File: src/rtl/fts_pkg.sv
// ----------------------------------------------------------------------------
// fts_pkg: shared constants, types and helpers
// binary32 field layout, special encodings and a leading-zero counter.
// ----------------------------------------------------------------------------
package fts_pkg;

    localparam logic [31:0] FP_QNAN    = 32'h7FC0_0000;
    localparam logic [31:0] FP_HALF    = 32'h3F00_0000;
    localparam logic [15:0] FULL_SCALE = 16'hFFFF;

    typedef struct packed {
        logic        sign;
        logic [7:0]  expo;
        logic [22:0] frac;
    } t_fp;

    // leading zeros of a 27-bit word, 27 when all zero
    function automatic logic [4:0] lzc27(input logic [26:0] v);
        logic [4:0] n;
        logic       found;
        n     = 5'd27;
        found = 1'b0;
        for (int i = 26; i >= 0; i--) begin
            if (!found && v[i]) begin
                n     = 5'(26 - i);
                found = 1'b1;
            end
        end
        return n;
    endfunction

endpackage

File: src/rtl/fts_fp_div.sv
// ----------------------------------------------------------------------------
// fts_fp_div: pipelined binary32 divider
// Restoring division, one quotient bit per stage, round to nearest even.
// ----------------------------------------------------------------------------
module fts_fp_div (
    input  logic        i_clk,
    input  logic        i_rst_n,
    input  logic        i_ce,
    input  logic        i_valid,
    input  logic [31:0] i_a,
    input  logic [31:0] i_b,
    output logic        o_valid,
    output logic [31:0] o_quot
);

    localparam int STEPS = 25;  // 24 mantissa bits plus guard

    typedef struct packed {
        logic [24:0]        rem;
        logic [24:0]        q;
        logic [23:0]        mb;
        logic signed [10:0] eq;
        logic               sign;
        logic               spec;
        logic [31:0]        spec_val;
    } t_dstage;

    logic [STEPS+2:0] r_vld;

    // stage 1: unpack, specials, normalize subnormal mantissas
    fts_pkg::t_fp      fa, fb;
    logic              a_nan, b_nan, a_inf, b_inf, a_zero, b_zero, sgn;
    logic [7:0]        ea, eb;
    logic [23:0]       ma, mb;
    logic [4:0]        lza, lzb;
    logic              n1_spec;
    logic [31:0]       n1_spec_val;

    always_comb begin
        fa     = i_a;
        fb     = i_b;
        sgn    = fa.sign ^ fb.sign;
        a_nan  = (&fa.expo) && (|fa.frac);
        b_nan  = (&fb.expo) && (|fb.frac);
        a_inf  = (&fa.expo) && !(|fa.frac);
        b_inf  = (&fb.expo) && !(|fb.frac);
        a_zero = (fa.expo == 8'd0) && !(|fa.frac);
        b_zero = (fb.expo == 8'd0) && !(|fb.frac);
        ea     = (fa.expo == 8'd0) ? 8'd1 : fa.expo;
        eb     = (fb.expo == 8'd0) ? 8'd1 : fb.expo;
        ma     = {|fa.expo, fa.frac};
        mb     = {|fb.expo, fb.frac};
        lza    = fts_pkg::lzc27({ma, 3'b111});
        lzb    = fts_pkg::lzc27({mb, 3'b111});
        n1_spec     = 1'b1;
        n1_spec_val = fts_pkg::FP_QNAN;
        if (a_nan || b_nan || (a_zero && b_zero) || (a_inf && b_inf)) begin
            n1_spec_val = fts_pkg::FP_QNAN;
        end else if (a_inf || b_zero) begin
            n1_spec_val = {sgn, 8'hFF, 23'd0};
        end else if (a_zero || b_inf) begin
            n1_spec_val = {sgn, 31'd0};
        end else begin
            n1_spec = 1'b0;
        end
    end

    logic               r1_spec, r1_sign;
    logic [31:0]        r1_spec_val;
    logic [23:0]        r1_ma, r1_mb;
    logic signed [9:0]  r1_ea, r1_eb;

    always_ff @(posedge i_clk) begin
        if (i_ce) begin
            r1_spec     <= n1_spec;
            r1_spec_val <= n1_spec_val;
            r1_sign     <= sgn;
            r1_ma       <= ma << lza;
            r1_mb       <= mb << lzb;
            r1_ea       <= $signed({2'b00, ea}) - $signed({5'd0, lza});
            r1_eb       <= $signed({2'b00, eb}) - $signed({5'd0, lzb});
        end
    end

    // stage 2: line up dividend so the quotient lands in [1, 2)
    logic    lt;
    t_dstage n2_st;

    always_comb begin
        lt             = r1_ma < r1_mb;
        n2_st.rem      = lt ? {r1_ma, 1'b0} : {1'b0, r1_ma};
        n2_st.q        = '0;
        n2_st.mb       = r1_mb;
        n2_st.eq       = $signed({r1_ea[9], r1_ea}) - $signed({r1_eb[9], r1_eb})
                         + 11'sd127 - $signed({10'd0, lt});
        n2_st.sign     = r1_sign;
        n2_st.spec     = r1_spec;
        n2_st.spec_val = r1_spec_val;
    end

    t_dstage r_st [0:STEPS];

    always_ff @(posedge i_clk) begin
        if (i_ce) begin
            r_st[0] <= n2_st;
        end
    end

    // one compare-subtract per stage
    for (genvar k = 0; k < STEPS; k++) begin : g_step
        logic        ge;
        logic [24:0] diff;
        t_dstage     n_st;

        always_comb begin
            ge         = r_st[k].rem >= {1'b0, r_st[k].mb};
            diff       = ge ? (r_st[k].rem - {1'b0, r_st[k].mb}) : r_st[k].rem;
            n_st       = r_st[k];
            n_st.rem   = {diff[23:0], 1'b0};
            n_st.q     = {r_st[k].q[23:0], ge};
        end

        always_ff @(posedge i_clk) begin
            if (i_ce) begin
                r_st[k+1] <= n_st;
            end
        end
    end

    // final stage: round and pack; quotients below the normal range flush
    // to a signed zero
    t_dstage     fin;
    logic        up;
    logic [30:0] packed_mag;
    logic [31:0] n_quot;

    always_comb begin
        fin        = r_st[STEPS];
        up         = fin.q[0] & ((|fin.rem) | fin.q[1]);
        packed_mag = {fin.eq[7:0], fin.q[23:1]} + 31'(up);
        if (fin.spec) begin
            n_quot = fin.spec_val;
        end else if (fin.eq >= 11'sd255) begin
            n_quot = {fin.sign, 8'hFF, 23'd0};
        end else if (fin.eq <= 11'sd0) begin
            n_quot = {fin.sign, 31'd0};
        end else begin
            n_quot = {fin.sign, packed_mag};
        end
    end

    logic [31:0] r_quot;

    always_ff @(posedge i_clk) begin
        if (i_ce) begin
            r_quot <= n_quot;
        end
    end

    always_ff @(posedge i_clk) begin
        if (!i_rst_n) begin
            r_vld <= '0;
        end else if (i_ce) begin
            r_vld <= {r_vld[STEPS+1:0], i_valid};
        end
    end

    assign o_valid = r_vld[STEPS+2];
    assign o_quot  = r_quot;

endmodule

File: config.mk
export PLATFORM = sky130hd
export DESIGN_NAME = fts_fp_div
export DESIGN_NICKNAME = d
export VERILOG_FILES = /design/src/rtl/fts_pkg.sv /design/src/rtl/fts_fp_div.sv
export SDC_FILE = /design/constraint.sdc
export NUM_CORES = 2
export LEC_CHECK = 0
export BUFFER_PORTS_ARGS = -buffer_cell sky130_fd_sc_hd__buf_4
export CORE_MARGIN = 5
export CORE_UTILIZATION = 35
export DETAILED_ROUTE_END_ITERATION = 7
export PLACE_DENSITY_LB_ADDON = 0.12
export SETUP_SLACK_MARGIN = 0.5
export SLEW_MARGIN = 10
export SYNTH_ARGS = -nofsm -noshare
export SYNTH_HDL_FRONTEND = slang
export SYNTH_SLANG_ARGS = --single-unit
File: constraint.sdc
create_clock -name i_clk -period 5.92 [get_ports i_clk]
set_clock_uncertainty 0.15 [all_clocks]
set_input_delay 1.184 -clock i_clk [delete_from_list [all_inputs] [get_ports i_clk]]
set_output_delay 1.184 -clock i_clk [all_outputs]
set_load 0.01 [all_outputs]
==> reports/metrics.yaml <==
status: "finished clean"
dieArea_sq_um: 307000
wl_per_cell_um: 19.6
rows: 199
clock_latency_ns: 0.90
final_max_slew_viol_count: 0
critical_path_required_ns: 6.40
grt_pass1_vias: 62400
clock_path_buffers: 4
final.setup.tns_ns: 0
syn_inst: 8112
first_pass_iters: 8
die_height_um: 554
vias: 62200
numPlacedInstances: 12100
grt_pass1_wl_um: 377000
clk_pin_slew_worst_paths_ns: 0.06
min_to: "r_st[6][31]"
multi_input_area_sq_um: 38000
crit_arrival_ns: 5.17
cts.sinks: 2072
final_common_cell: "edfxtp_1"
tritoncts: "yes"
maxCapViolCount: 0
area_delta_synth_final_pct: 13.5
grt_max_degree: 166
crit_type: "register to register"
reg2reg_to: "r_st[0][43]"
postCtsSetupBuffers: 0
core_area_sq_um: 294000
timing.fmax_mhz: 213
hp-class: "register to register"
setup_ws_ns: 1.23
p_per_area_nw_per_um2: 511
postLayoutCellArea_sq_um: 118000
min-delay-start: "r_st[5][31]"
maxSlewHeadroom_pct: 25.2
fin_crit_ns: 4.69
hold_viol: 0
regToRegSetupSlack_ns: 1.23
antenna_found_initial: 9
min_period_over_period_pct: 79.2
final-seq-area_sq_um: 61900
fin_cells: 12600
cts_buffers: 236
rr_worst_depth: 21
placed_area_sq_um: 110000
ys_types: 94
gp_congestion: 0.869
syn_area_sq_um: 104000
crit_fanout: 4
worst_setup_path_start_kind: "register"
synth_fp_nets: 8861
io_pins: 101
portBuffers: 100
synth_area_per_cell_sq_um: 12.8
grt.total_usage_pct: 15.7
ys_seq_elements: 2072
ys_seq_area_share_pct: 59.8
max-vdd-ir-drop_v: 0.000280
detailedRoute.firstIterationViolations: 4056
detail-route-antenna-nets: 0
dp_hpwl_um: 184000
die_w_um: 554
leakage_nw: 45.5
async_reset_ff_share_pct: 0
drcViolationCount: 0
overflow: 0
root_buffer: "clkbuf_16"
drt-total-wl_um: 247000
holdPathStages: 0
fin_nets: 9159
ctsResizeCount: 0
layout_common_cells: "edfxtp_1, inv_1, ha_1, nor2_1, a21oi_1"
synth-edff-count: 2044
ctsHoldBuffers: 0
drive_gt1_share_pct: 12.3
fill_cells: 27800
worst_pin_slew_ns: 1.12
htree_num_levels: 4
start_util_pct: 35.2
synth_warnings: 0
synth_ff_type: "edfxtp_1"
endpoint_kind: "register"
viasPerCell: 4.94
rsz0062_at_grt: "false"
finalSetupViolCount: 0
post-place-ws_ns: 0.639
rr_startpoint: "r1_ma[9]"
postLayoutCoreUtil_pct: 39.9
[per-stage QoR]
stage | total power, mW | hold slack, ns
after global placement | 45.5 | 0.250
after global routing | 64.1 | 0.228
after floorplan | 39.0 | 0.250
after detailed placement | 45.6 | 0.255
final | 60.1 | 0.227
after CTS | 60.9 | 0.218
[worst max-delay path by stage]
| stage | from | slack (ns) | cells past startpoint | to |
|---|---|---|---|---|
| after floorplan | i_a[19] | 1.01 | 15 | r1_ea[7] |
| after global placement | i_a[15] | 0.50 | 14 | r1_ea[7] |
| after detailed placement | i_a[15] | 0.64 | 14 | r1_ea[7] |
| after CTS | r_st[6][46] | 1.14 | 12 | r_st[7][116] |
| after global routing | r1_ma[1] | 0.94 | 20 | r_st[0][43] |
| final | r1_ma[9] | 1.23 | 21 | r_st[0][43] |
[state kept, by name (all words and copies together) (netlist names)]
signal,cells
r1_sign,1
r1_spec,1
r1_spec_val,3
o_quot,32
r_vld,28
r1_ma,24
r1_mb,24
r1_eb,9
r_st,1941
r1_ea,9
[power breakdown]
| group | switching, mW | leakage (nW) | total [mW] | internal, mW |
|---|---|---|---|---|
| Sequential | 1.91 | 20.2 | 22.5 | 20.6 |
| Combinational | 12.4 | 21.5 | 22.8 | 10.4 |
| Clock | 6.04 | 3.81 | 14.8 | 8.73 |
| Total | 20.3 | 45.5 | 60.1 | 39.8 |
[logic make-up after synthesis]
kind of cell               Yosys count  synth area share (%)
DFF                               2072                  59.8
and+or+nand+nor                   1679                  7.71
AOI/OAI and AO/OA                 1633                  10.1
buffers and inverters              966                  3.54
adders and majority gates          681                  8.44
muxes                              578                  6.14
xor gates and xnor gates           503                  4.25
[synth_stat cells (14+ instances only)]
cell / number / share of area, %
edfxtp_1: 2044 / 59
inv_1: 837 / 3.0
ha_1: 652 / 7.9
nor2_1: 533 / 1.9
a21oi_1: 497 / 2.4
mux2_2: 441 / 4.8
nand2_1: 418 / 1.5
xnor2_1: 324 / 2.7
o21ai_0: 319 / 1.5
a21o_1: 182 / 1.3
xor2_1: 179 / 1.5
nand3_1: 145 / 0.70
mux2i_1: 124 / 1.2
nor2b_1: 122 / 0.74
o21a_1: 109 / 0.79
clkbuf_1: 99 / 0.36
nor3_1: 85 / 0.41
a31oi_1: 82 / 0.50
nand4_1: 79 / 0.48
nand2b_1: 65 / 0.39
a211oi_1: 56 / 0.41
o21bai_1: 52 / 0.38
and3_1: 49 / 0.30
nor4_1: 45 / 0.27
and2_1: 39 / 0.24
o31a_1: 35 / 0.30
o211ai_1: 32 / 0.23
or3_1: 32 / 0.19
fa_1: 29 / 0.56
dfxtp_1: 28 / 0.54
a31o_2: 24 / 0.20
o31ai_1: 24 / 0.17
o41ai_1: 23 / 0.19
o22ai_1: 17 / 0.10
or2_2: 17 / 0.10
o2111ai_1: 16 / 0.14
o21ai_1: 15 / 0.072
a211o_1: 14 / 0.12
a311o_1: 14 / 0.14
a311oi_1: 14 / 0.12
or4_1: 14 / 0.10
[area by class of cell]
class                      instances  area share [%]
antenna                           56           0.119
clock inverter                   158            1.45
tap                             3919            4.17
sequential                      2072            52.7
clock buffer                     274            5.22
timing repair buffer             183            1.31
inverter                         843            2.70
multi-input combinational       5074            32.3
[critical path, stage by stage, from the launching register on]
cell and delay, ns:
edfxtp_1 0.40, ha_1 0.34, a21o_1 0.17, a21o_1 0.18, a21o_1 0.18, a21o_1 0.18
a21o_1 0.17, a21o_1 0.16, a21oi_1 0.14, o32a_1 0.19, nand2_1 0.17, ha_1 0.25
ha_1 0.21, fa_1 0.40, a21o_1 0.19, a21oi_1 0.21, o21bai_1 0.09, a21oi_1 0.22
inv_1 0.07, a21oi_1 0.14, nand2_1 0.07, xnor2_1 0.14
[layer usage]
layer	part of all wire (%)	up-vias	GRT usage (%)
li1	-	30700	-
met1	45	30100	20.8
met2	49	995	27.0
met3	3.3	332	1.76
met4	2.9	0	4.61
met5	0	-	0
Note: power is estimated with default switching activity, not from simulation.
