`src/rtl/fts_pkg.sv`:
```
// ----------------------------------------------------------------------------
// fts_pkg: shared constants, types and helpers
// binary32 field layout, special encodings and a leading-zero counter.
// ----------------------------------------------------------------------------
package fts_pkg;

    localparam logic [31:0] FP_QNAN    = 32'h7FC0_0000;
    localparam logic [31:0] FP_HALF    = 32'h3F00_0000;
    localparam logic [15:0] FULL_SCALE = 16'hFFFF;

    typedef struct packed {
        logic        sign;
        logic [7:0]  expo;
        logic [22:0] frac;
    } t_fp;

    // leading zeros of a 27-bit word, 27 when all zero
    function automatic logic [4:0] lzc27(input logic [26:0] v);
        logic [4:0] n;
        logic       found;
        n     = 5'd27;
        found = 1'b0;
        for (int i = 26; i >= 0; i--) begin
            if (!found && v[i]) begin
                n     = 5'(26 - i);
                found = 1'b1;
            end
        end
        return n;
    endfunction

endpackage

```
`src/rtl/fts_fp_add.sv`:
```
// ----------------------------------------------------------------------------
// fts_fp_add: four-stage binary32 adder
// Round to nearest even, subnormals kept, one item per enabled cycle.
// ----------------------------------------------------------------------------
module fts_fp_add (
    input  logic        i_clk,
    input  logic        i_rst_n,
    input  logic        i_ce,
    input  logic        i_valid,
    input  logic [31:0] i_a,
    input  logic [31:0] i_b,
    output logic        o_valid,
    output logic [31:0] o_sum
);

    logic [3:0] r_vld;

    // stage 1: unpack, specials, order by magnitude
    fts_pkg::t_fp fa, fb;
    logic         a_nan, b_nan, a_inf, b_inf, swap;
    logic [7:0]   ea, eb, d;
    logic [23:0]  ma, mb;
    logic         n1_spec;
    logic [31:0]  n1_spec_val;

    always_comb begin
        fa    = i_a;
        fb    = i_b;
        a_nan = (&fa.expo) && (|fa.frac);
        b_nan = (&fb.expo) && (|fb.frac);
        a_inf = (&fa.expo) && !(|fa.frac);
        b_inf = (&fb.expo) && !(|fb.frac);
        ea    = (fa.expo == 8'd0) ? 8'd1 : fa.expo;
        eb    = (fb.expo == 8'd0) ? 8'd1 : fb.expo;
        ma    = {|fa.expo, fa.frac};
        mb    = {|fb.expo, fb.frac};
        swap  = {eb, mb} > {ea, ma};
        d     = swap ? (eb - ea) : (ea - eb);
        n1_spec     = 1'b1;
        n1_spec_val = fts_pkg::FP_QNAN;
        if (a_nan || b_nan || (a_inf && b_inf && (fa.sign != fb.sign))) begin
            n1_spec_val = fts_pkg::FP_QNAN;
        end else if (a_inf) begin
            n1_spec_val = i_a;
        end else if (b_inf) begin
            n1_spec_val = i_b;
        end else begin
            n1_spec = 1'b0;
        end
    end

    logic        r1_spec, r1_sign, r1_sub;
    logic [31:0] r1_spec_val;
    logic [7:0]  r1_exp;
    logic [23:0] r1_mbig, r1_msmall;
    logic [4:0]  r1_shift;

    always_ff @(posedge i_clk) begin
        if (i_ce) begin
            r1_spec     <= n1_spec;
            r1_spec_val <= n1_spec_val;
            r1_sign     <= swap ? fb.sign : fa.sign;
            r1_sub      <= fa.sign ^ fb.sign;
            r1_exp      <= swap ? eb : ea;
            r1_mbig     <= swap ? mb : ma;
            r1_msmall   <= swap ? ma : mb;
            r1_shift    <= (d > 8'd27) ? 5'd27 : d[4:0];
        end
    end

    // stage 2: align with sticky, add or subtract
    logic [26:0] small27, shifted, lost_mask, aligned;
    logic [27:0] big28, n2_sum;

    always_comb begin
        small27   = {r1_msmall, 3'b000};
        shifted   = small27 >> r1_shift;
        lost_mask = (27'd1 << r1_shift) - 27'd1;
        aligned   = {shifted[26:1], shifted[0] | (|(small27 & lost_mask))};
        big28     = {1'b0, r1_mbig, 3'b000};
        n2_sum    = r1_sub ? (big28 - {1'b0, aligned}) : (big28 + {1'b0, aligned});
    end

    logic        r2_spec, r2_sign, r2_sub;
    logic [31:0] r2_spec_val;
    logic [7:0]  r2_exp;
    logic [27:0] r2_sum;

    always_ff @(posedge i_clk) begin
        if (i_ce) begin
            r2_spec     <= r1_spec;
            r2_spec_val <= r1_spec_val;
            r2_sign     <= r1_sign;
            r2_sub      <= r1_sub;
            r2_exp      <= r1_exp;
            r2_sum      <= n2_sum;
        end
    end

    // stage 3: normalize, left shift held at the subnormal boundary
    logic [4:0]  lz, sh;
    logic [7:0]  lim;
    logic [26:0] n3_n;
    logic [8:0]  n3_e;

    always_comb begin
        lz  = fts_pkg::lzc27(r2_sum[26:0]);
        lim = r2_exp - 8'd1;
        sh  = ({3'b000, lz} > lim) ? lim[4:0] : lz;
        if (r2_sum[27]) begin
            n3_n = {r2_sum[27:2], r2_sum[1] | r2_sum[0]};
            n3_e = {1'b0, r2_exp} + 9'd1;
        end else begin
            n3_n = r2_sum[26:0] << sh;
            n3_e = {1'b0, r2_exp} - {4'b0000, sh};
        end
    end

    logic        r3_spec, r3_sign, r3_sub, r3_zero;
    logic [31:0] r3_spec_val;
    logic [26:0] r3_n;
    logic [8:0]  r3_e;

    always_ff @(posedge i_clk) begin
        if (i_ce) begin
            r3_spec     <= r2_spec;
            r3_spec_val <= r2_spec_val;
            r3_sign     <= r2_sign;
            r3_sub      <= r2_sub;
            r3_zero     <= (r2_sum == 28'd0);
            r3_n        <= n3_n;
            r3_e        <= n3_e;
        end
    end

    // stage 4: round to nearest even and pack; carry may reach infinity
    logic        up;
    logic [7:0]  efield;
    logic [30:0] packed_mag;
    logic [31:0] n4_sum;

    always_comb begin
        up         = r3_n[2] & ((|r3_n[1:0]) | r3_n[3]);
        efield     = r3_n[26] ? r3_e[7:0] : 8'd0;
        packed_mag = {efield, r3_n[25:3]} + 31'(up);
        if (r3_spec) begin
            n4_sum = r3_spec_val;
        end else if (r3_zero) begin
            // exact cancellation gives +0, two like-signed zeros keep the sign
            n4_sum = {r3_sub ? 1'b0 : r3_sign, 31'd0};
        end else if (r3_e >= 9'd255) begin
            n4_sum = {r3_sign, 8'hFF, 23'd0};
        end else begin
            n4_sum = {r3_sign, packed_mag};
        end
    end

    logic [31:0] r4_sum;

    always_ff @(posedge i_clk) begin
        if (i_ce) begin
            r4_sum <= n4_sum;
        end
    end

    always_ff @(posedge i_clk) begin
        if (!i_rst_n) begin
            r_vld <= '0;
        end else if (i_ce) begin
            r_vld <= {r_vld[2:0], i_valid};
        end
    end

    assign o_valid = r_vld[3];
    assign o_sum   = r4_sum;

endmodule

```
`config.mk`:
```
export PLATFORM = sky130hd
export DESIGN_NAME = fts_fp_add
export DESIGN_NICKNAME = d
export VERILOG_FILES = /design/src/rtl/fts_pkg.sv /design/src/rtl/fts_fp_add.sv
export SDC_FILE = /design/constraint.sdc
export NUM_CORES = 1
export LEC_CHECK = 0
export ABC_AREA = 1
export ABC_CLOCK_PERIOD_IN_PS = 13750
export BUFFER_PORTS_ARGS = -buffer_cell sky130_fd_sc_hd__buf_2
export CAP_MARGIN = 10
export CORE_MARGIN = 2
export CORE_UTILIZATION = 34
export CTS_CLUSTER_DIAMETER = 120
export CTS_CLUSTER_SIZE = 12
export DETAILED_ROUTE_END_ITERATION = 12
export PLACE_DENSITY = 0.47
export RECOVER_POWER = 100
export SLEW_MARGIN = 20
export SYNTH_ARGS = -nofsm -noshare
export SYNTH_HDL_FRONTEND = slang
export SYNTH_SLANG_ARGS = --single-unit
```
`constraint.sdc`:
```
create_clock -name i_clk -period 13.75 [get_ports i_clk]
set_input_delay 2.0625 -clock i_clk [delete_from_list [all_inputs] [get_ports i_clk]]
set_output_delay 2.0625 -clock i_clk [all_outputs]
set_load 0.005 [all_outputs]
```
==> results.yml, run 1 <==
run_status:
  outcome: "complete, but fails checks"
  violations: "capacitance limit, slew limit"
placed_design:
  gp_routability_congestion: 0.9161
  io_buffer_count: 100
  placed_cell_area_sq_um: 20140
  dp_hpwl_microns: 43360
floorplanning:
  design.portCount: 101
  total_die_area_sq_um: 57740
  die_w_microns: 240.3
  fp.dieH_microns: 240.3
  start_util: 0.3439
  placementRows: 86
  coreArea_sq_um: 55200
finish:
  fill_cells: 5756
  post-route-cell-area_sq_um: 20850
  seq_area_sq_um: 8218
  final_core_utilization: 0.3778
  antenna-diode-count: 0
  post_route_cells_drive_above_1_share: 0.06066
  nets: 2603
  synthToLayoutAreaGrowth_pct: 9.847
  multi_input_comb_area_sq_um: 9154
timing:
  setup_total_negative_slack_ps: 0
  final.min_clock_period_ps: 8009
  grt_setup_unrepaired: "false"
  slew_headroom: -2.171
  slew_violations: 228
  tightest_slew_ps: 4756
  clock.fmax_ghz: 0.1249
  worst_clock_skew_ps: 18.34
  fin_worst_hold_slack_ps: 416.1
  final_setup_violation_count: 0
  hold_viol: 0
  timing.final.crit_share: 0.5825
logic_synthesis:
  netlist.area_leader.share: 0.4287
  syn-instance-count: 2355
  synth-edff-count: 271
  synth_cell_types: 67
  yosys.area.top_type: "edfxtp_1"
  synth.area.mux_share: 0.004218
  synth.yosys.seq_area_share: 0.4329
  postSynth.topFlopCell: "edfxtp_1"
  synth_xor_area_frac: 0.02168
  main_combinational_cell_family_by_area_after_synthesis: "simple AND/OR/NAND/NOR gates"
  yosys.area_share.adder: 0.07408
  asyncSetResetFlopFracSynth: 0
  synth.cell_area_sq_um: 18980
  synth.area.top_cells: "edfxtp_1, nand2_1, ha_1, inv_1, o21ai_0"
  synth_compound_gate_area_share: 0.1316
  avgSynthCellArea_sq_um: 8.061
  yosysWarnings: 0
  synth_simple_gate_area_share: 0.2486
  ys_ff_latch: 275
routing:
  wl_per_cell_microns: 17.22
  antenna_left: 0
  vias_per_cell: 5.029
  drt_drc_violations_left: 0
  detail_route.wirelength_microns: 54890
  via_count: 16032
  drt_pre_antenna_iters: 7
  detail_route.iter0.violations: 1146
worst_setup_path:
  startpoint_type: "input port"
  crit_path_end_kind: "flip-flop"
  cp_cell_sequence: "clkbuf_1 > nor4_1 > nand3_1 > nand2_1 > ha_1 > fa_1 > inv_1 > o21ai_0 > nand2_1 > o211a_1 > a21boi_0 > clkbuf_1 > o21ai_0"
  path_class: "input port to flip-flop"
  worstPathMaxFanout: 103
  timing.critical_path.required_ps: 13830
  r2r_setup_slack_ps: 5840
  worst_r2r_startpoint: "r2_sum[26]"
  crit_path_top_delay_cell: "clkbuf_1"
  r2r_cells: 35
  critical_path_launch_point: "i_b[27]"
  setup.worst_path.end: "r1_mbig[6]"
  cpPeakStageDelay_ps: 2430
  timing.critical_path.arrival_ps: 8090
  regToRegEndpoint: "r3_e[7]"
min_path:
  timing.hold.worst.start: "r2_spec_val[30]"
  min_path_type: "flip-flop to flip-flop"
global_routing:
  vias_in_the_first_global_route: 15287
  grt_first_pass_wirelength_microns: 85470
  gr_util_all_layers: 0.1897
  grt_antenna_before_repair: 0
  grt_start_max_net_pins: 189
  grt.overflow.total: 0
clock_tree:
  cts.sinks: 275
  clock_tree.root_cell: "clkbuf_16"
  hold_bufs_inserted_after_cts: 0
  post_cts_resize_count: 0
  cts.clk_slew.worst_paths_ps: 60
  numCtsBuffers: 28
  insertion_delay_ps: 580
  tritoncts: "yes"
  post-cts-setup-buffer-count: 0
  h-tree-depth: 1
  buffers_from_clock_root_to_sink_at_most: 3
power_and_ir_drop:
  power_frac_comb: 0.364
  power_density_nw_per_um2: 144.2
  ir_worst_vdd_uv: 100.1
  netSwitchingPower_mw: 1.166
  power_frac_seq: 0.393
  clkPwrFrac: 0.244
  p_leak_nw: 9.079
  sw_frac_of_total: 0.3879
  power.internal_mw: 1.840
run:
  cap_violations: 3
-- worst min-delay path by stage --
stage,end,cells after the start
floorplan,r2_exp[0],0
finish,r3_spec_val[30],0
CTS,r3_spec_val[30],0
detailed placement,r3_spec_val[28],0
global route,r3_spec_val[22],0
global placement,r2_spec_val[15],0
-- layer usage --
layer	global-route usage	part of all wire	up-vias
met4	0.04197	0.018	0
met5	0	0	-
li1	-	-	8109
met2	0.3032	0.44	365
met1	0.2762	0.49	7499
met3	0.01929	0.044	59
-- cells in the final DEF (no fill, tap or decap), types with 5 or more instances in the layout --
cell type    n
ha_1       106
nand2_1    550
a21o_1       5
buf_2       69
nand3_2     12
o21ai_0    210
xnor2_1      6
xor2_1      41
conb_1      30
o22ai_1     15
mux2i_1      8
a31oi_1     19
nor4_1      22
o21ai_1     16
nor2_1     197
o221ai_1     6
edfxtp_1   271
clkbuf_1    47
inv_1      302
a221oi_1     6
o211ai_1     6
nand4_1     39
nand3_1    178
nor3_1      31
o21a_1       5
a32o_1       7
or2_2        5
o31ai_1      8
clkbuf_16   28
a21oi_1    117
-- final cells by class --
cell class              instances  area share
clock inverters                 5    0.005280
multi-input cells            1702      0.4390
flip-flops and latches        275      0.3941
well taps                     748     0.04488
clock buffers                  40     0.03576
inverters                     309     0.05574
repair buffers                109     0.02526
-- flip-flops by register name (all words and copies together), names as in the netlist, 4 cells and up --
register / flops
r2_sum: 28
r3_spec_val: 32
r_vld: 4
r2_spec_val: 32
r2_exp: 8
o_sum: 32
r1_shift: 5
r1_exp: 8
r3_n: 27
r1_spec_val: 32
r3_e: 9
r1_mbig: 24
r1_msmall: 24
-- stage by stage --
stage                     cells  setup WS, ps  total power [mW]
after floorplan            2383          9001             1.931
after global placement     3143          7979             2.295
after detailed placement   3143          7856             2.292
after CTS                  3188          7851             3.044
after global routing       3188          4928             3.224
final                      3188          5741             3.006
-- power groups by stage --
stage / Sequential [mW] / Combinational (mW) / Clock [mW]
global route: 1.20 / 1.23 / 0.793
detailed placement: 1.20 / 1.09 / 0
floorplan: 1.16 / 0.770 / 0
CTS: 1.18 / 1.10 / 0.765
global placement: 1.20 / 1.10 / 0
finish: 1.18 / 1.09 / 0.732
-- kinds of logic (layout without fill, tap and decap cells) --
family / count (synthesis) / count (layout)
AND/OR/NAND/NOR: 1063 / 1063
flip-flops: 275 / 275
buffers and inverters: 406 / 463
other: 2 / 30
XOR/XNOR: 47 / 47
AO/OA/AOI/OAI: 444 / 444
adder cells (fa/ha/maj): 110 / 110
multiplexers: 8 / 8
-- cells in the mapped netlist (all sizes together), types with 3 or more instances --
library cell and instances:
buf 47, xnor2 6, nand4 40, inv 307
a32o 7, nor4 23, a31oi 19, nand3b 3
a21boi 4, nor2 202, and3 3, o21ai 229
a221oi 6, o31ai 9, dfxtp 4, o221ai 6
clkbuf 50, or2 7, o211ai 6, a22o 4
mux2i 8, nor3 31, edfxtp 271, o21a 5
fa 4, a211oi 4, o22ai 15, xor2 41
a21o 5, ha 106, nand2 554, nand3 192
a21oi 117, nor3b 4
-- critical path: cells and delay by family --
family,cells,cell delay (ps)
simple gates,4,760
compound gates,4,2210
fa+ha+maj,2,390
buf+inv,3,2610
Note: power is estimated with default switching activity, not from simulation.
==> run 2: changes to the inputs <==
- ABC_AREA: 1 -> 0
- ABC_CLOCK_PERIOD_IN_PS: 13750 -> 7540
- clock period: 13.75 -> 7.54 ns (I/O delays scaled with it)
==> results.yml, run 2 <==
timing:
  worst_clock_skew_ps: 12.56
  tightest_slew_ps: 4612
  final_setup_violation_count: 0
  timing.final.crit_share: 0.8463
  setup_total_negative_slack_ps: 0
  final.min_clock_period_ps: 6381
  clock.fmax_ghz: 0.1567
  slew_violations: 324
  hold_viol: 0
  slew_headroom: -2.075
  grt_setup_unrepaired: "false"
logic_synthesis:
  synth.yosys.seq_area_share: 0.4499
  synth.cell_area_sq_um: 18270
  post-synth-top-count-cell: "edfxtp_1"
  netlist_top_cells_count: "edfxtp_1, nand2_1, o21ai_0"
  synth-edff-count: 271
  yosysWarnings: 0
  netlist.area_leader.share: 0.4455
  postSynth.topFlopCell: "edfxtp_1"
  synth_cell_types: 90
  asyncSetResetFlopFracSynth: 0
  synth.area.top_cells: "edfxtp_1, ha_1, nand2_1, mux2i_1, o21ai_0"
  ys_ff_latch: 275
  avgSynthCellArea_sq_um: 9.890
  syn-instance-count: 1847
  yosys.area.top_type: "edfxtp_1"
power_and_ir_drop:
  netSwitchingPower_mw: 1.855
  ir_worst_vdd_uv: 139.7
  p_leak_nw: 7.970
  post-layout-total-power_mw: 5.218
  power_frac_seq: 0.424
  sw_frac_of_total: 0.3555
  power_frac_comb: 0.343
  clkPwrFrac: 0.233
  power.internal_mw: 3.363
  power_density_nw_per_um2: 259.9
worst_setup_path:
  crit_path_top_delay_cell: "nor4_1"
  cp_cell_sequence: "nor4_1 > nand4_1 > nand2b_1 > o32ai_1 > inv_1 > ha_1 > a211oi_1 > o21a_1 > nand2_1 > mux2i_4 > inv_1 > ha_1 > nor2b_1 > fa_1 > a21oi_1 > nor2_1 > nor2_1 > o21bai_1 > a21oi_1 > o21bai_1 > a21oi_1 > xnor2_1"
  cp.buffers_inverters: 2
  cpPeakStageDelay_ps: 760
  cp_top_family: "simple AND/OR/NAND/NOR gates"
  startpoint_type: "flip-flop"
  timing.critical_path.arrival_ps: 6700
  timing.critical_path.required_ps: 7850
  crit_path_end_kind: "flip-flop"
  worstPathMaxFanout: 18
  path_class: "flip-flop to flip-flop"
  timing.critical_path.mode_cell: "a21oi_1"
floorplanning:
  placementRows: 84
  coreArea_sq_um: 52870
  fp.dieH_microns: 235.8
  die_w_microns: 235.8
  design.portCount: 101
  start_util: 0.3455
  total_die_area_sq_um: 55600
placed_design:
  dp_hpwl_microns: 37740
  gp_routability_congestion: 0.9119
  io_buffer_count: 100
clock_tree:
  cts.clk_slew.worst_paths_ps: 70
  buffers_from_clock_root_to_sink_at_most: 3
  h-tree-depth: 1
  insertion_delay_ps: 560
  cts.sinks: 275
  clock_tree.root_cell: "clkbuf_16"
  post-cts-setup-buffer-count: 0
  hold_bufs_inserted_after_cts: 0
  tritoncts: "yes"
  numCtsBuffers: 27
  post_cts_resize_count: 0
finish:
  most_frequent_standard_cell_in_the_layout_excluding_fill_and_tap_cells: "edfxtp_1"
  post_route_cells_drive_above_1_share: 0.08911
  nets: 2086
  synthToLayoutAreaGrowth_pct: 9.911
  final_cell_mix: "edfxtp_1, nand2_1, o21ai_0"
  final_core_utilization: 0.3798
  antenna-diode-count: 0
global_routing:
  gr_util_all_layers: 0.1737
  grt_start_max_net_pins: 145
  grt_antenna_before_repair: 0
  vias_in_the_first_global_route: 13673
  grt_first_pass_wirelength_microns: 77010
  grt.overflow.total: 0
routing:
  antenna_left: 0
  detail_route.wirelength_microns: 49680
  via_count: 14015
  detail_route.iter0.violations: 919
  vias_per_cell: 5.376
  drt_pre_antenna_iters: 5
  drt_drc_violations_left: 0
  wl_per_cell_microns: 19.06
min_path:
  min_path_type: "flip-flop to flip-flop"
run_status:
  outcome: "complete, but fails checks"
  violations: "capacitance limit, slew limit"
run:
  cap_violations: 4
## run 2: cell types whose count changed after synthesis, sizes merged, moves of 19 or more
cell / delta
a21o: +23
buf: -24
clkbuf: +40
inv: -187
mux2: +20
mux2i: +68
mux4: +19
nand2: -332
nand3: -150
nand4: -22
nor2: -83
o21ai: -81
xnor2: +40
## run 2: final timing paths
kind	from	end	slack [ps]	cells after the start
worst min-delay path	r1_spec_val[31]	r2_spec_val[31]	410	0
worst max register to register	r2_sum[23]	r3_e[8]	1160	22
worst min register to register	r1_spec_val[31]	r2_spec_val[31]	410	0
worst max-delay path	r2_sum[23]	r3_e[8]	1160	22
## run 2: stage by stage
step           std cells  cell area (sq um)  worst slack, ps  hold WS [ps]
3_5_place_dp        2567              19440             1458         404.5
4_1_cts             2607              20180             1433         413.7
2_1_floorplan       1875              18370             2042         400.3
3_3_place_gp        2567              19440             1556         400.3
5_1_grt             2607              20080            511.6         417.6
6_report            2607              20080             1159         409.9
## run 2: metal layers
metal  up-vias  wire length [microns]  part of all wire  track usage
li1       6864                      -                 -            -
met1      6663                  21830              0.44       0.2200
met2       391                  24010              0.48       0.3035
met3        97                   1923             0.039      0.01837
met4         0                   1911             0.038      0.06929
met5         -                      0                 0            0
## run 2: layout make-up
class / instances / area [sq um]
clock inverters: 4 / 26.28
clock buffers: 36 / 709.4
well taps: 688 / 860.8
multi-input cells: 1366 / 9216
repair buffers: 117 / 593.1
fillers: 5288 / 32790
inverters: 121 / 454.2
flip-flops and latches: 275 / 8218
## run 2: power by group through the flow
stage / clock (mW) / sequential (mW) / combinational (mW)
after floorplan: 0 / 2.11 / 1.37
after detailed placement: 0 / 2.24 / 1.81
after global placement: 0 / 2.23 / 1.83
after CTS: 1.27 / 2.21 / 1.82
after global routing: 1.32 / 2.24 / 1.99
final: 1.22 / 2.21 / 1.79
## run 2: logic make-up after synthesis
logic type                 synth area share
AOI/OAI and AO/OA                    0.1659
xor gates and xnor gates            0.03404
adders and majority gates           0.07753
buffers and inverters               0.04993
DFF                                  0.4499
muxes                               0.07849
other                             0.0004111
and+or+nand+nor                      0.1438
## run 2: worst register-to-register path, stage by stage (launching register included)
cell	delay (ps)
edfxtp_1	460
nor4_1	760
nand4_1	330
nand2b_1	290
o32ai_1	500
inv_1	100
ha_1	290
a211oi_1	200
o21a_1	190
nand2_1	210
mux2i_4	260
inv_1	520
ha_1	350
nor2b_1	160
fa_1	450
a21oi_1	160
nor2_1	50
nor2_1	150
o21bai_1	90
a21oi_1	230
o21bai_1	100
a21oi_1	190
xnor2_1	80
